--- src/rtl/core/i2c_register_access_sequencer_macros.svh ---
// assertion helpers used by the sequencer core rtl
`ifndef I2C_REGISTER_ACCESS_SEQUENCER_MACROS_SVH
`define I2C_REGISTER_ACCESS_SEQUENCER_MACROS_SVH

// same-cycle implication, held off during reset
`define I2CRAS_ASSERT_SAME(label, clk, rst, ante, cons, msg) \
   label: assert property (@(posedge clk) disable iff (rst) (ante) |-> (cons)) \
      else $error(msg);

// next-cycle implication, held off during reset
`define I2CRAS_ASSERT_NEXT(label, clk, rst, ante, cons, msg) \
   label: assert property (@(posedge clk) disable iff (rst) (ante) |=> (cons)) \
      else $error(msg);

`endif

--- src/rtl/core/i2cras_pkg.sv ---
package i2cras_pkg;

   // input item (kind travels separately in tuser)
   typedef struct packed {
      logic       kind;
      logic [1:0] op;
      logic [6:0] dev_address;
      logic [7:0] reg_address;
      logic [7:0] write_value;
      logic [7:0] word_count;
      logic [7:0] bus_status;
      logic [7:0] rx_byte;
   } req_item_type;

   // result item
   typedef struct packed {
      logic [2:0]  command;
      logic [7:0]  tx_byte;
      logic        word_valid;
      logic [15:0] word_value;
      logic        done_res;
      logic [2:0]  final_status;
   } rsp_item_type;

   localparam int unsigned REQ_DATA_W = 56;
   localparam int unsigned RSP_DATA_W = 32;

   // item kinds
   localparam logic KIND_BEGIN = 1'b0;
   localparam logic KIND_EVENT = 1'b1;

   // operations
   localparam logic [1:0] OP_WRITE_BYTE = 2'd0;
   localparam logic [1:0] OP_READ_BYTE  = 2'd1;
   localparam logic [1:0] OP_READ_WORDS = 2'd2;
   localparam logic [1:0] OP_RESERVED   = 2'd3;

   // bus commands
   localparam logic [2:0] CMD_NONE    = 3'd0;
   localparam logic [2:0] CMD_START   = 3'd1;
   localparam logic [2:0] CMD_RSTART  = 3'd2;
   localparam logic [2:0] CMD_SEND    = 3'd3;
   localparam logic [2:0] CMD_RX_ACK  = 3'd4;
   localparam logic [2:0] CMD_RX_NACK = 3'd5;
   localparam logic [2:0] CMD_STOP    = 3'd6;

   // reported status
   localparam logic [2:0] FS_OK         = 3'd0;
   localparam logic [2:0] FS_ADDR_NACK_W = 3'd1;
   localparam logic [2:0] FS_DATA_NACK  = 3'd2;
   localparam logic [2:0] FS_ARB_LOST   = 3'd3;
   localparam logic [2:0] FS_ADDR_NACK_R = 3'd4;

   // controller status codes
   localparam logic [7:0] ST_MASK       = 8'hF8;
   localparam logic [7:0] ST_START      = 8'h08;
   localparam logic [7:0] ST_RSTART     = 8'h10;
   localparam logic [7:0] ST_ADDR_W_ACK = 8'h18;
   localparam logic [7:0] ST_ADDR_W_NACK = 8'h20;
   localparam logic [7:0] ST_DATA_ACK   = 8'h28;
   localparam logic [7:0] ST_DATA_NACK  = 8'h30;
   localparam logic [7:0] ST_ARB_LOST   = 8'h38;
   localparam logic [7:0] ST_ADDR_R_ACK = 8'h40;
   localparam logic [7:0] ST_ADDR_R_NACK = 8'h48;

   // sequencer phases
   localparam logic [3:0] PH_IDLE   = 4'd0;
   localparam logic [3:0] PH_START  = 4'd1;
   localparam logic [3:0] PH_ADDR_W = 4'd2;
   localparam logic [3:0] PH_REG    = 4'd3;
   localparam logic [3:0] PH_DATA   = 4'd4;
   localparam logic [3:0] PH_RSTART = 4'd5;
   localparam logic [3:0] PH_ADDR_R = 4'd6;
   localparam logic [3:0] PH_RECV   = 4'd7;
   localparam logic [3:0] PH_STOP   = 4'd8;

endpackage

--- src/rtl/core/i2c_register_access_sequencer.sv ---
// each accepted req beat passes the input reg, then the result reg, to become its rsp beat
// throughput: one beat per cycle unless rsp stalls; the step sits between both registers
// a stalled rsp side holds one result while one more req beat waits in the input reg
// reset: synchronous, active high; clears both valid flags and returns the sequencer to idle
// with all transaction state zeroed
module i2c_register_access_sequencer
   import i2cras_pkg::*;
(
   input  logic                  clock,
   input  logic                  reset,
   input  logic                  req_tvalid,
   output logic                  req_tready,
   // op[1:0], dev_address[8:2], reg_address[16:9], write_value[24:17],
   // word_count[32:25], bus_status[40:33], rx_byte[48:41], zero fill [55:49]
   input  logic [REQ_DATA_W-1:0] req_tdata,
   // kind: 0 begin transaction, 1 controller event
   input  logic                  req_tuser,
   output logic                  rsp_tvalid,
   input  logic                  rsp_tready,
   // command[2:0], tx_byte[10:3], word_value[26:11], final_status[29:27], zero fill [31:30]
   output logic [RSP_DATA_W-1:0] rsp_tdata,
   // word_valid[0], done_res[1]
   output logic [1:0]            rsp_tuser
);

   logic         item_valid;
   req_item_type item;
   rsp_item_type result;
   logic         load_ok;
   logic         advance;

   // an item moves into the result reg, and updates the state, in the same edge
   assign advance = item_valid && load_ok;

   i2cras_in_stage u_in_stage (
      .clock      (clock),
      .reset      (reset),
      .req_tvalid (req_tvalid),
      .req_tready (req_tready),
      .req_tdata  (req_tdata),
      .req_tuser  (req_tuser),
      .advance    (advance),
      .item_valid (item_valid),
      .item       (item)
   );

   // phase machine and transaction context
   i2cras_seq_core u_seq_core (
      .clock  (clock),
      .reset  (reset),
      .fire   (advance),
      .item   (item),
      .result (result)
   );

   // result reg decouples the rsp side from the sequencer
   i2cras_out_stage u_out_stage (
      .clock      (clock),
      .reset      (reset),
      .advance    (advance),
      .result     (result),
      .load_ok    (load_ok),
      .rsp_tvalid (rsp_tvalid),
      .rsp_tready (rsp_tready),
      .rsp_tdata  (rsp_tdata),
      .rsp_tuser  (rsp_tuser)
   );

endmodule

--- src/rtl/core/i2cras_in_stage.sv ---
module i2cras_in_stage
   import i2cras_pkg::*;
(
   input  logic                  clock,
   input  logic                  reset,
   input  logic                  req_tvalid,
   output logic                  req_tready,
   input  logic [REQ_DATA_W-1:0] req_tdata,
   input  logic                  req_tuser,
   input  logic                  advance,
   output logic                  item_valid,
   output req_item_type          item
);

   logic         valid_ff;
   logic         valid_in;
   req_item_type item_ff;
   logic         take;

   assign req_tready = !valid_ff || advance;
   assign take       = req_tvalid && req_tready;

   always_comb begin
      valid_in = valid_ff;
      if (take) begin
         valid_in = 1'b1;
      end else if (advance) begin
         valid_in = 1'b0;
      end
   end

   always_ff @(posedge clock) begin
      if (reset) begin
         valid_ff <= 1'b0;
      end else begin
         valid_ff <= valid_in;
      end
   end

   // payload, no reset
   always_ff @(posedge clock) begin
      if (take) begin
         item_ff.kind        <= req_tuser;
         item_ff.op          <= req_tdata[1:0];
         item_ff.dev_address <= req_tdata[8:2];
         item_ff.reg_address <= req_tdata[16:9];
         item_ff.write_value <= req_tdata[24:17];
         item_ff.word_count  <= req_tdata[32:25];
         item_ff.bus_status  <= req_tdata[40:33];
         item_ff.rx_byte     <= req_tdata[48:41];
      end
   end

   assign item_valid = valid_ff;
   assign item       = item_ff;

endmodule

--- src/rtl/core/i2cras_seq_core.sv ---
`include "i2c_register_access_sequencer_macros.svh"

module i2cras_seq_core
   import i2cras_pkg::*;
(
   input  logic         clock,
   input  logic         reset,
   input  logic         fire,
   input  req_item_type item,
   output rsp_item_type result
);

   logic [3:0] phase_ff,          phase_in;
   logic [1:0] cur_op_ff,         cur_op_in;
   logic [6:0] cur_device_ff,     cur_device_in;
   logic [7:0] cur_register_ff,   cur_register_in;
   logic [7:0] cur_write_byte_ff, cur_write_byte_in;
   logic [8:0] bytes_left_ff,     bytes_left_in;
   logic [7:0] low_byte_hold_ff,  low_byte_hold_in;
   logic [2:0] pending_ff,        pending_in;

   logic [7:0] st;
   logic [8:0] bl_dec;
   logic [8:0] bl_after;

   assign st     = item.bus_status & ST_MASK;
   assign bl_dec = bytes_left_ff - 9'd1;

   always_comb begin
      phase_in          = phase_ff;
      cur_op_in         = cur_op_ff;
      cur_device_in     = cur_device_ff;
      cur_register_in   = cur_register_ff;
      cur_write_byte_in = cur_write_byte_ff;
      bytes_left_in     = bytes_left_ff;
      low_byte_hold_in  = low_byte_hold_ff;
      pending_in        = pending_ff;
      bl_after          = bytes_left_ff;
      result            = '0;
      result.command    = CMD_NONE;
      result.final_status = FS_OK;

      if (item.kind == KIND_BEGIN) begin
         // begin only when idle and op is defined
         if (phase_ff == PH_IDLE && item.op != OP_RESERVED) begin
            cur_op_in         = item.op;
            cur_device_in     = item.dev_address;
            cur_register_in   = item.reg_address;
            cur_write_byte_in = item.write_value;
            low_byte_hold_in  = 8'h00;
            pending_in        = FS_OK;
            case (item.op)
               OP_READ_WORDS: bytes_left_in = {item.word_count, 1'b0};
               OP_READ_BYTE:  bytes_left_in = 9'd1;
               default:       bytes_left_in = 9'd0;
            endcase
            if (item.op == OP_READ_WORDS && item.word_count == 8'd0) begin
               // empty word read finishes without touching the bus
               result.done_res = 1'b1;
            end else begin
               result.command = CMD_START;
               phase_in       = PH_START;
            end
         end
      end else begin
         unique case (phase_ff)
            PH_START: begin
               if (st == ST_START) begin
                  result.command = CMD_SEND;
                  result.tx_byte = {cur_device_ff, 1'b0};
                  phase_in       = PH_ADDR_W;
               end
            end
            PH_ADDR_W: begin
               if (st == ST_ADDR_W_ACK) begin
                  result.command = CMD_SEND;
                  result.tx_byte = cur_register_ff;
                  phase_in       = PH_REG;
               end else if (st == ST_ADDR_W_NACK) begin
                  result.command = CMD_STOP;
                  pending_in     = FS_ADDR_NACK_W;
                  phase_in       = PH_STOP;
               end else if (st == ST_ARB_LOST) begin
                  result.command = CMD_STOP;
                  pending_in     = FS_ARB_LOST;
                  phase_in       = PH_STOP;
               end
            end
            PH_REG: begin
               if (st == ST_DATA_ACK) begin
                  if (cur_op_ff == OP_WRITE_BYTE) begin
                     result.command = CMD_SEND;
                     result.tx_byte = cur_write_byte_ff;
                     phase_in       = PH_DATA;
                  end else begin
                     result.command = CMD_RSTART;
                     phase_in       = PH_RSTART;
                  end
               end else if (st == ST_DATA_NACK) begin
                  result.command = CMD_STOP;
                  pending_in     = FS_DATA_NACK;
                  phase_in       = PH_STOP;
               end else if (st == ST_ARB_LOST) begin
                  result.command = CMD_STOP;
                  pending_in     = FS_ARB_LOST;
                  phase_in       = PH_STOP;
               end
            end
            PH_DATA: begin
               if (st == ST_DATA_ACK) begin
                  result.command = CMD_STOP;
                  pending_in     = FS_OK;
                  phase_in       = PH_STOP;
               end else if (st == ST_DATA_NACK) begin
                  result.command = CMD_STOP;
                  pending_in     = FS_DATA_NACK;
                  phase_in       = PH_STOP;
               end else if (st == ST_ARB_LOST) begin
                  result.command = CMD_STOP;
                  pending_in     = FS_ARB_LOST;
                  phase_in       = PH_STOP;
               end
            end
            PH_RSTART: begin
               if (st == ST_RSTART) begin
                  result.command = CMD_SEND;
                  result.tx_byte = {cur_device_ff, 1'b1};
                  phase_in       = PH_ADDR_R;
               end
            end
            PH_ADDR_R: begin
               if (st == ST_ADDR_R_ACK) begin
                  result.command = (bytes_left_ff > 9'd1) ? CMD_RX_ACK : CMD_RX_NACK;
                  phase_in       = PH_RECV;
               end else if (st == ST_ADDR_R_NACK) begin
                  result.command = CMD_STOP;
                  pending_in     = FS_ADDR_NACK_R;
                  phase_in       = PH_STOP;
               end else if (st == ST_ARB_LOST) begin
                  result.command = CMD_STOP;
                  pending_in     = FS_ARB_LOST;
                  phase_in       = PH_STOP;
               end
            end
            PH_RECV: begin
               // status not checked while receiving
               if (cur_op_ff != OP_READ_WORDS) begin
                  result.word_valid = 1'b1;
                  result.word_value = {8'h00, item.rx_byte};
                  bl_after          = 9'd0;
               end else if (!bytes_left_ff[0]) begin
                  low_byte_hold_in = item.rx_byte;
                  bl_after         = bl_dec;
               end else begin
                  result.word_valid = 1'b1;
                  result.word_value = {item.rx_byte, low_byte_hold_ff};
                  bl_after          = bl_dec;
               end
               bytes_left_in = bl_after;
               if (bl_after == 9'd0) begin
                  result.command = CMD_STOP;
                  pending_in     = FS_OK;
                  phase_in       = PH_STOP;
               end else begin
                  result.command = (bl_after > 9'd1) ? CMD_RX_ACK : CMD_RX_NACK;
               end
            end
            PH_STOP: begin
               // any event after stop closes the transaction
               result.done_res     = 1'b1;
               result.final_status = pending_ff;
               phase_in            = PH_IDLE;
            end
            default: begin
            end
         endcase
      end
   end

   always_ff @(posedge clock) begin
      if (reset) begin
         phase_ff          <= PH_IDLE;
         cur_op_ff         <= OP_WRITE_BYTE;
         cur_device_ff     <= 7'd0;
         cur_register_ff   <= 8'd0;
         cur_write_byte_ff <= 8'd0;
         bytes_left_ff     <= 9'd0;
         low_byte_hold_ff  <= 8'd0;
         pending_ff        <= FS_OK;
      end else if (fire) begin
         phase_ff          <= phase_in;
         cur_op_ff         <= cur_op_in;
         cur_device_ff     <= cur_device_in;
         cur_register_ff   <= cur_register_in;
         cur_write_byte_ff <= cur_write_byte_in;
         bytes_left_ff     <= bytes_left_in;
         low_byte_hold_ff  <= low_byte_hold_in;
         pending_ff        <= pending_in;
      end
   end

   `I2CRAS_ASSERT_SAME(a_done_quiet, clock, reset, fire && result.done_res, result.command == CMD_NONE && !result.word_valid, "done beat carries a bus command or word")
   `I2CRAS_ASSERT_SAME(a_word_cmd, clock, reset, fire && result.word_valid, result.command == CMD_STOP || result.command == CMD_RX_ACK || result.command == CMD_RX_NACK, "word given out without receive or stop")
   `I2CRAS_ASSERT_NEXT(a_stop_phase, clock, reset, fire && result.command == CMD_STOP, phase_ff == PH_STOP, "stop issued but phase not stop")
   `I2CRAS_ASSERT_NEXT(a_busy_begin, clock, reset, fire && item.kind == KIND_BEGIN && phase_ff != PH_IDLE, $stable(phase_ff) && $stable(bytes_left_ff), "begin while busy changed state")

endmodule

--- src/rtl/core/i2cras_out_stage.sv ---
module i2cras_out_stage
   import i2cras_pkg::*;
(
   input  logic                  clock,
   input  logic                  reset,
   input  logic                  advance,
   input  rsp_item_type          result,
   output logic                  load_ok,
   output logic                  rsp_tvalid,
   input  logic                  rsp_tready,
   output logic [RSP_DATA_W-1:0] rsp_tdata,
   output logic [1:0]            rsp_tuser
);

   logic         valid_ff;
   logic         valid_in;
   rsp_item_type data_ff;

   assign load_ok = !valid_ff || rsp_tready;

   always_comb begin
      valid_in = valid_ff;
      if (advance) begin
         valid_in = 1'b1;
      end else if (rsp_tready) begin
         valid_in = 1'b0;
      end
   end

   always_ff @(posedge clock) begin
      if (reset) begin
         valid_ff <= 1'b0;
      end else begin
         valid_ff <= valid_in;
      end
   end

   always_ff @(posedge clock) begin
      if (advance) begin
         data_ff <= result;
      end
   end

   assign rsp_tvalid = valid_ff;
   assign rsp_tdata  = {2'b00, data_ff.final_status, data_ff.word_value,
                        data_ff.tx_byte, data_ff.command};
   assign rsp_tuser  = {data_ff.done_res, data_ff.word_valid};

endmodule

--- config.mk ---
export PLATFORM = sky130hd
export DESIGN_NAME = i2c_register_access_sequencer
export DESIGN_NICKNAME = d
export VERILOG_FILES = /design/src/rtl/core/i2cras_pkg.sv /design/src/rtl/core/i2c_register_access_sequencer.sv /design/src/rtl/core/i2cras_in_stage.sv /design/src/rtl/core/i2cras_seq_core.sv /design/src/rtl/core/i2cras_out_stage.sv
export VERILOG_INCLUDE_DIRS = /design/src /design/src/rtl/core
export SDC_FILE = /design/constraint.sdc
export NUM_CORES = 1
export LEC_CHECK = 0
export ABC_AREA = 1
export BUFFER_PORTS_ARGS = -buffer_cell sky130_fd_sc_hd__buf_2
export CAP_MARGIN = 20
export CORE_MARGIN = 10
export CORE_UTILIZATION = 50
export CTS_BUF_LIST = sky130_fd_sc_hd__clkbuf_16
export CTS_CLUSTER_SIZE = 20
export DETAILED_ROUTE_END_ITERATION = 7
export PLACE_DENSITY = 0.69
export SYNTH_ARGS = -nofsm -noshare
export SYNTH_HDL_FRONTEND = slang
export SYNTH_SLANG_ARGS = --single-unit
--- constraint.sdc ---
create_clock -name clock -period 2.26 [get_ports clock]
set_input_delay 0.113 -clock clock [delete_from_list [all_inputs] [get_ports clock]]
set_output_delay 0.113 -clock clock [all_outputs]
set_load 0.03 [all_outputs]
# Yosys cells after proc, flatten, opt, wreduce, memory -nomap -nowiden
# Index checks and enable logic that the tools add are counted.
# op_classes
n_mux,72
n_eq_ne,33
n_reduce_logical,23
bitwise_logic,3
addsub,1
order_cmp,2
# ops
op,n
3-bit 2-to-1 mux,22
8-bit 2-to-1 mux,8
4-bit 2-to-1 mux,15
9-bit 2-to-1 mux,6
17-bit 2-to-1 mux,2
4-bit case mux with 8 select lines,1
8-bit case mux with 4 select lines,1
3-bit case mux with 7 select lines,1
5-bit by 3-bit == test with 1-bit output (second input constant),4
10-bit 2-to-1 mux,2
9-bit by 1-bit greater-than comparator with 1-bit output (second input constant),2
9-bit case mux with 2 select lines,1
4-bit by 3-bit == test with 1-bit output (second input constant),4
3-bit case mux with 5 select lines,1
7-bit AND reduction,2
1-bit 2-to-1 mux,12
5-bit by 2-bit == test with 1-bit output (second input constant),2
5-bit by 4-bit == test with 1-bit output (second input constant),2
2-bit != test (second input constant),5
9-bit zero test,1
3-bit by 2-bit != test with 1-bit output (second input constant),3
3-bit != test (second input constant),3
9-bit by 1-bit != test with 1-bit output (second input constant),1
9-bit by 1-bit subtractor with 9-bit output (second input constant),1
20 further kinds,32
# totals
word_cells,159
in_bits,61
reg_bits,133
out_inout_bits,36

# Logic depth before layout (Yosys ltp)
# depth
ltp_word,9
depth_mapped,14

# Hierarchy
# A second synthesis with hierarchy kept.
# hier_totals
cells_unflattened,629
area_unflattened_um2,5901.9
# modules_own_cells
mod,instances,cells_each,area_each_um2
i2cras_seq_core,1,531,3323.2
i2cras_in_stage,1,56,1549.0
i2cras_out_stage,1,40,1022.2
i2c_register_access_sequencer,1,2,7.5

# Worst setup path after synthesis
# Ideal clock, no wire load.
# synth_timing
path_kind,reg-to-reg
from,"register u_out_stage.valid_ff, in the netlist u_out_stage.rsp_tvalid"
to,register u_seq_core.low_byte_hold_ff[1]
required_time_ns,2.190
t_arrival_ns,2.125
n_path_buf,0
stages_incl_launch_ff,10
slack_ns,0.065
period_less_slack_ns,2.195
cell_sequence,dfxtp_1 nand2_1 nand2_1 inv_1 nand3_2 o21ai_4 o21ai_4 clkinv_2 nand3_1 a21oi_1
# synth_between
elab_chain_len,4
# synth_lines
item,line,text
from (decl),i2cras_out_stage.sv:15,logic valid_ff;
from (signal assigned),i2cras_out_stage.sv:34,valid_ff <= valid_in;
1-bit zero test,i2cras_out_stage.sv:19,assign load_ok = !valid_ff || rsp_tready;
1-bit logical OR,i2cras_out_stage.sv:19,
1-bit logical AND,i2c_register_access_sequencer.sv:33,assign advance = item_valid && load_ok;
net advance,i2c_register_access_sequencer.sv:30,logic advance;
5-bit AND reduction (no line),-,
to (signal assigned),i2cras_seq_core.sv:197,low_byte_hold_ff <= low_byte_hold_in;
to (decl),i2cras_seq_core.sv:19,"logic [7:0] low_byte_hold_ff, low_byte_hold_in;"
# The timed path passes the listed nets, and every way through them passes these cells.
# A chain may end at the register's enable or synchronous reset.

# Worst setup path after layout
# layout_timing
from,register u_seq_core.phase_ff[0]
to,"register u_out_stage.data_ff (netlist bit u_out_stage.rsp_tdata[5]), data pin"
# layout_between
elab_chain_len,2
elab_cells_between_ends,5
cone_classes,eq/ne: 4; mux: 1
# layout_lines
item,line,text
from (decl),i2cras_seq_core.sv:13,"logic [3:0] phase_ff, phase_in;"
from (signal assigned),i2cras_seq_core.sv:191,phase_ff <= phase_in;
4-bit by 3-bit == test with 1-bit output (tied with other cells),i2cras_seq_core.sv:66,unique case (phase_ff)
8-bit case mux with 4 select lines *,i2cras_seq_core.sv:66,
to (signal assigned),i2cras_out_stage.sv:40,data_ff <= result;
to (decl),i2cras_out_stage.sv:17,rsp_item_type data_ff;
# Mark *: on every way between the ends. The rest lies on a longest branch, timed or not.

==> flow_summary.json <==
{
  "synth_top_family_by_area": "simple AND/OR/NAND/NOR gates",
  "required_ns": 2.53,
  "syn_to_final_growth_pct": 31.3,
  "tightest_slew_ns": 0.574,
  "slew_headroom_pct": 61.7,
  "cpMostUsedCell": "nor2_1",
  "maxCapViolations": 0,
  "synth-simple-area-share_pct": 21.0,
  "clkLatencyLatePin_ns": 0.42,
  "clk_pin_slew_ns": 0.05,
  "yosys_warnings": 0,
  "htreeDepth": 4,
  "postRouteAntennaNets": 0,
  "synthMuxAreaShare_pct": 0,
  "avgRoutedWirePerCell_microns": 15.7,
  "endpoint_kind": "register",
  "synth_cell_type_count": 40,
  "synth.avg_cell_area_sq_um": 9.15,
  "path_cells": "inv_1 > nor2_1 > inv_1 > nor2_1 > inv_1 > nor2_1 > nor2_1 > buf_4 > nor2_1 > a221oi_1 > nor2_1",
  "die_y_microns": 127,
  "syn_area_sq_um": 5700,
  "cts_tree": "yes",
  "port_buffers": 84,
  "start_kind": "register",
  "nets": 838,
  "design_area_sq_um": 7480,
  "leakagePower_nw": 3.14,
  "row_count": 38,
  "fmax_ghz": 0.490,
  "nFillCells": 865,
  "first_global_vias": 4818,
  "worstPathArrival_ns": 2.31,
  "grt_usage_pct": 18.4,
  "async_flop_share_pct": 0,
  "viasPerCell": 5.29,
  "fin_crit_ns": 2.04,
  "tns_ns": 0,
  "synth_seq_cells": 130,
  "gp_congestion": 0.891,
  "holdCritPathClass": "input pin to register",
  "numCtsBuffers": 17,
  "setup_viol": 0,
  "clock_sinks": 130,
  "initial_core_util_pct": 51.9,
  "routed_wirelength_microns": 14600,
  "placed_area_sq_um": 6350,
  "period_share_pct": 90.2,
  "crit_fanout": 5,
  "seq_area_frac_synth_pct": 59.5,
  "drtIter0Drc": 460,
  "dieArea_sq_um": 16100,
  "crit_type": "register to register",
  "clockBufferDepth": 2,
  "drive_above_1_share_pct": 19.3,
  "finish.utilization_pct": 68.1,
  "antenna_found_initial": 0,
  "syn_inst": 623,
  "grt_first_pass_wirelength_microns": 24200,
  "status": "finished clean",
  "rsz0062_at_grt": "false",
  "synth_edf_count": 79,
  "num_vias": 4913,
  "yosys.area_share.adder_pct": 0.439,
  "drt_first_pass_iters": 5,
  "die_x_microns": 127,
  "hold_violations": 0,
  "synthXorXnorAreaFrac_pct": 0,
  "drc": 0,
  "cts_root_buffer": "clkbuf_16",
  "power_density_nw_per_um2": 826,
  "hpwl_microns": 10500,
  "synth-compound-area-share_pct": 12.6,
  "synth_ff_type": "edfxtp_1",
  "io_pins": 97,
  "max-vdd-ir-drop_v": 0.000785,
  "grt.overflow.total": 0,
  "worst_path_max_delay_cell": "dfxtp_1",
  "finClkSkew_ns": 0.00763,
  "grt_max_degree": 35,
  "max_stage_delay_ns": 0.41,
  "coreArea_sq_um": 11000,
  "maxSlewViolCount": 0
}
-- worst paths after layout --
kind,start,end,slack (ns),cells after the start
max,u_seq_core.phase_ff[0]$_SDFFE_PP0P_,u_out_stage.rsp_tdata[5]$_SDFFCE_PN0P_,0.22,11
min,req_tvalid,u_in_stage.item_valid$_SDFFE_PP0P_,0.02,3
max reg2reg,u_seq_core.phase_ff[0]$_SDFFE_PP0P_,u_out_stage.rsp_tdata[5]$_SDFFCE_PN0P_,0.22,11
min reg2reg,u_seq_core.cur_device_ff[2]$_SDFFE_PP0P_,u_seq_core.cur_device_ff[2]$_SDFFE_PP0P_,0.46,2
-- per-stage QoR --
stage	hold WS [ns]	setup WS, ns	power, W	instances
global route	0.0309	0.0172	0.00643	928
finish	0.0172	0.221	0.00618	929
CTS	0.0184	0.167	0.00621	927
detailed placement	0.291	0.182	0.00331	845
floorplan	0.182	0.0648	0.00312	624
global placement	0.289	0.198	0.00329	845
-- synth_stat cells (all sizes together) (5+ instances only) --
master	n	area share, %
a21oi	38	3.4
edfxtp	79	42
clkbuf	11	0.72
a221oi	5	0.77
dfxtp	51	18
nor2	112	7.6
nand2	85	5.8
nand3	57	5.1
buf	11	1.1
inv	66	4.3
o21ai	51	4.9
a211oi	7	0.92
nand4	11	1.2
a31oi	12	1.3
-- final cells by class --
type                    count  area (sq um)  share of cell area (%)
well taps                 140           175                    2.34
inverters                  68           256                    3.43
flip-flops and latches    130          3390                    45.3
multi-input cells         404          1960                    26.1
diodes                      1          2.50                  0.0334
repair buffers            154          1080                    14.5
clock buffers              18           450                    6.02
clock inverters            14           168                    2.24
-- power breakdown --
part / internal (W) / total (W) / switching, W / leakage (nW)
Clock: 0.00188 / 0.00284 / 0.000961 / 0.305
Combinational: 0.000239 / 0.000625 / 0.000386 / 1.66
Sequential: 0.00264 / 0.00271 / 0.0000680 / 1.18
Total: 0.00476 / 0.00618 / 0.00142 / 3.14
-- cell families (layout without fill, tap and decap cells) --
logic type      after synthesis  after routing
other cells                   1              3
flops                       130            130
compound gates              123            123
simple gates                277            277
buf+inv                      90            254
fa+ha+maj                     2              2
-- per-layer routing --
layer,share of wire [%],global-route usage (%)
met4,1.7,7.57
met2,46,29.1
met3,6.4,4.87
met1,46,23.6
met5,0,0
-- critical path: cells and delay by family, from the launching register on --
| family | cells | cell delay [ns] |
|---|---|---|
| compound gates | 1 | 0.07 |
| simple gates | 6 | 0.97 |
| buf+inv | 4 | 0.44 |
| flops | 1 | 0.41 |
-- flip-flops by register name, indices dropped and copies added (netlist names) --
signal / flops
u_seq_core.cur_device_ff: 7
u_seq_core.pending_ff: 3
u_seq_core.bytes_left_ff: 9
u_seq_core.cur_register_ff: 8
u_out_stage.rsp_tdata: 30
u_in_stage.item_valid: 1
u_out_stage.rsp_tuser: 2
u_out_stage.rsp_tvalid: 1
u_seq_core.phase_ff: 4
u_seq_core.low_byte_hold_ff: 8
u_in_stage.item: 47
u_seq_core.cur_op_ff: 2
u_seq_core.cur_write_byte_ff: 8
-- timing repair --
action	4_1_cts	5_1_grt
endpoints found under the hold margin	53	0
hold buffers	50	0
setup buffers	0	1
resized for setup	0	3
setup endpoints to repair	0	16
-- placed cells by master (no fill, tap or decap), drive strengths merged, types with 2 or more instances in the layout --
cell type      n
a211oi         7
a21oi         38
a221oi         5
a22oi          2
a31oi         12
buf          104
bufinv         4
clkbuf        18
clkinv         9
conb           2
dfxtp         51
dlygate4sd3   50
edfxtp        79
ha             2
inv           68
nand2         85
nand3         57
nand4         11
nor2         112
nor3           4
nor4           4
o21ai         51
o21bai         2
o31ai          2
or2            3
Power figures use the tool's default switching activity.
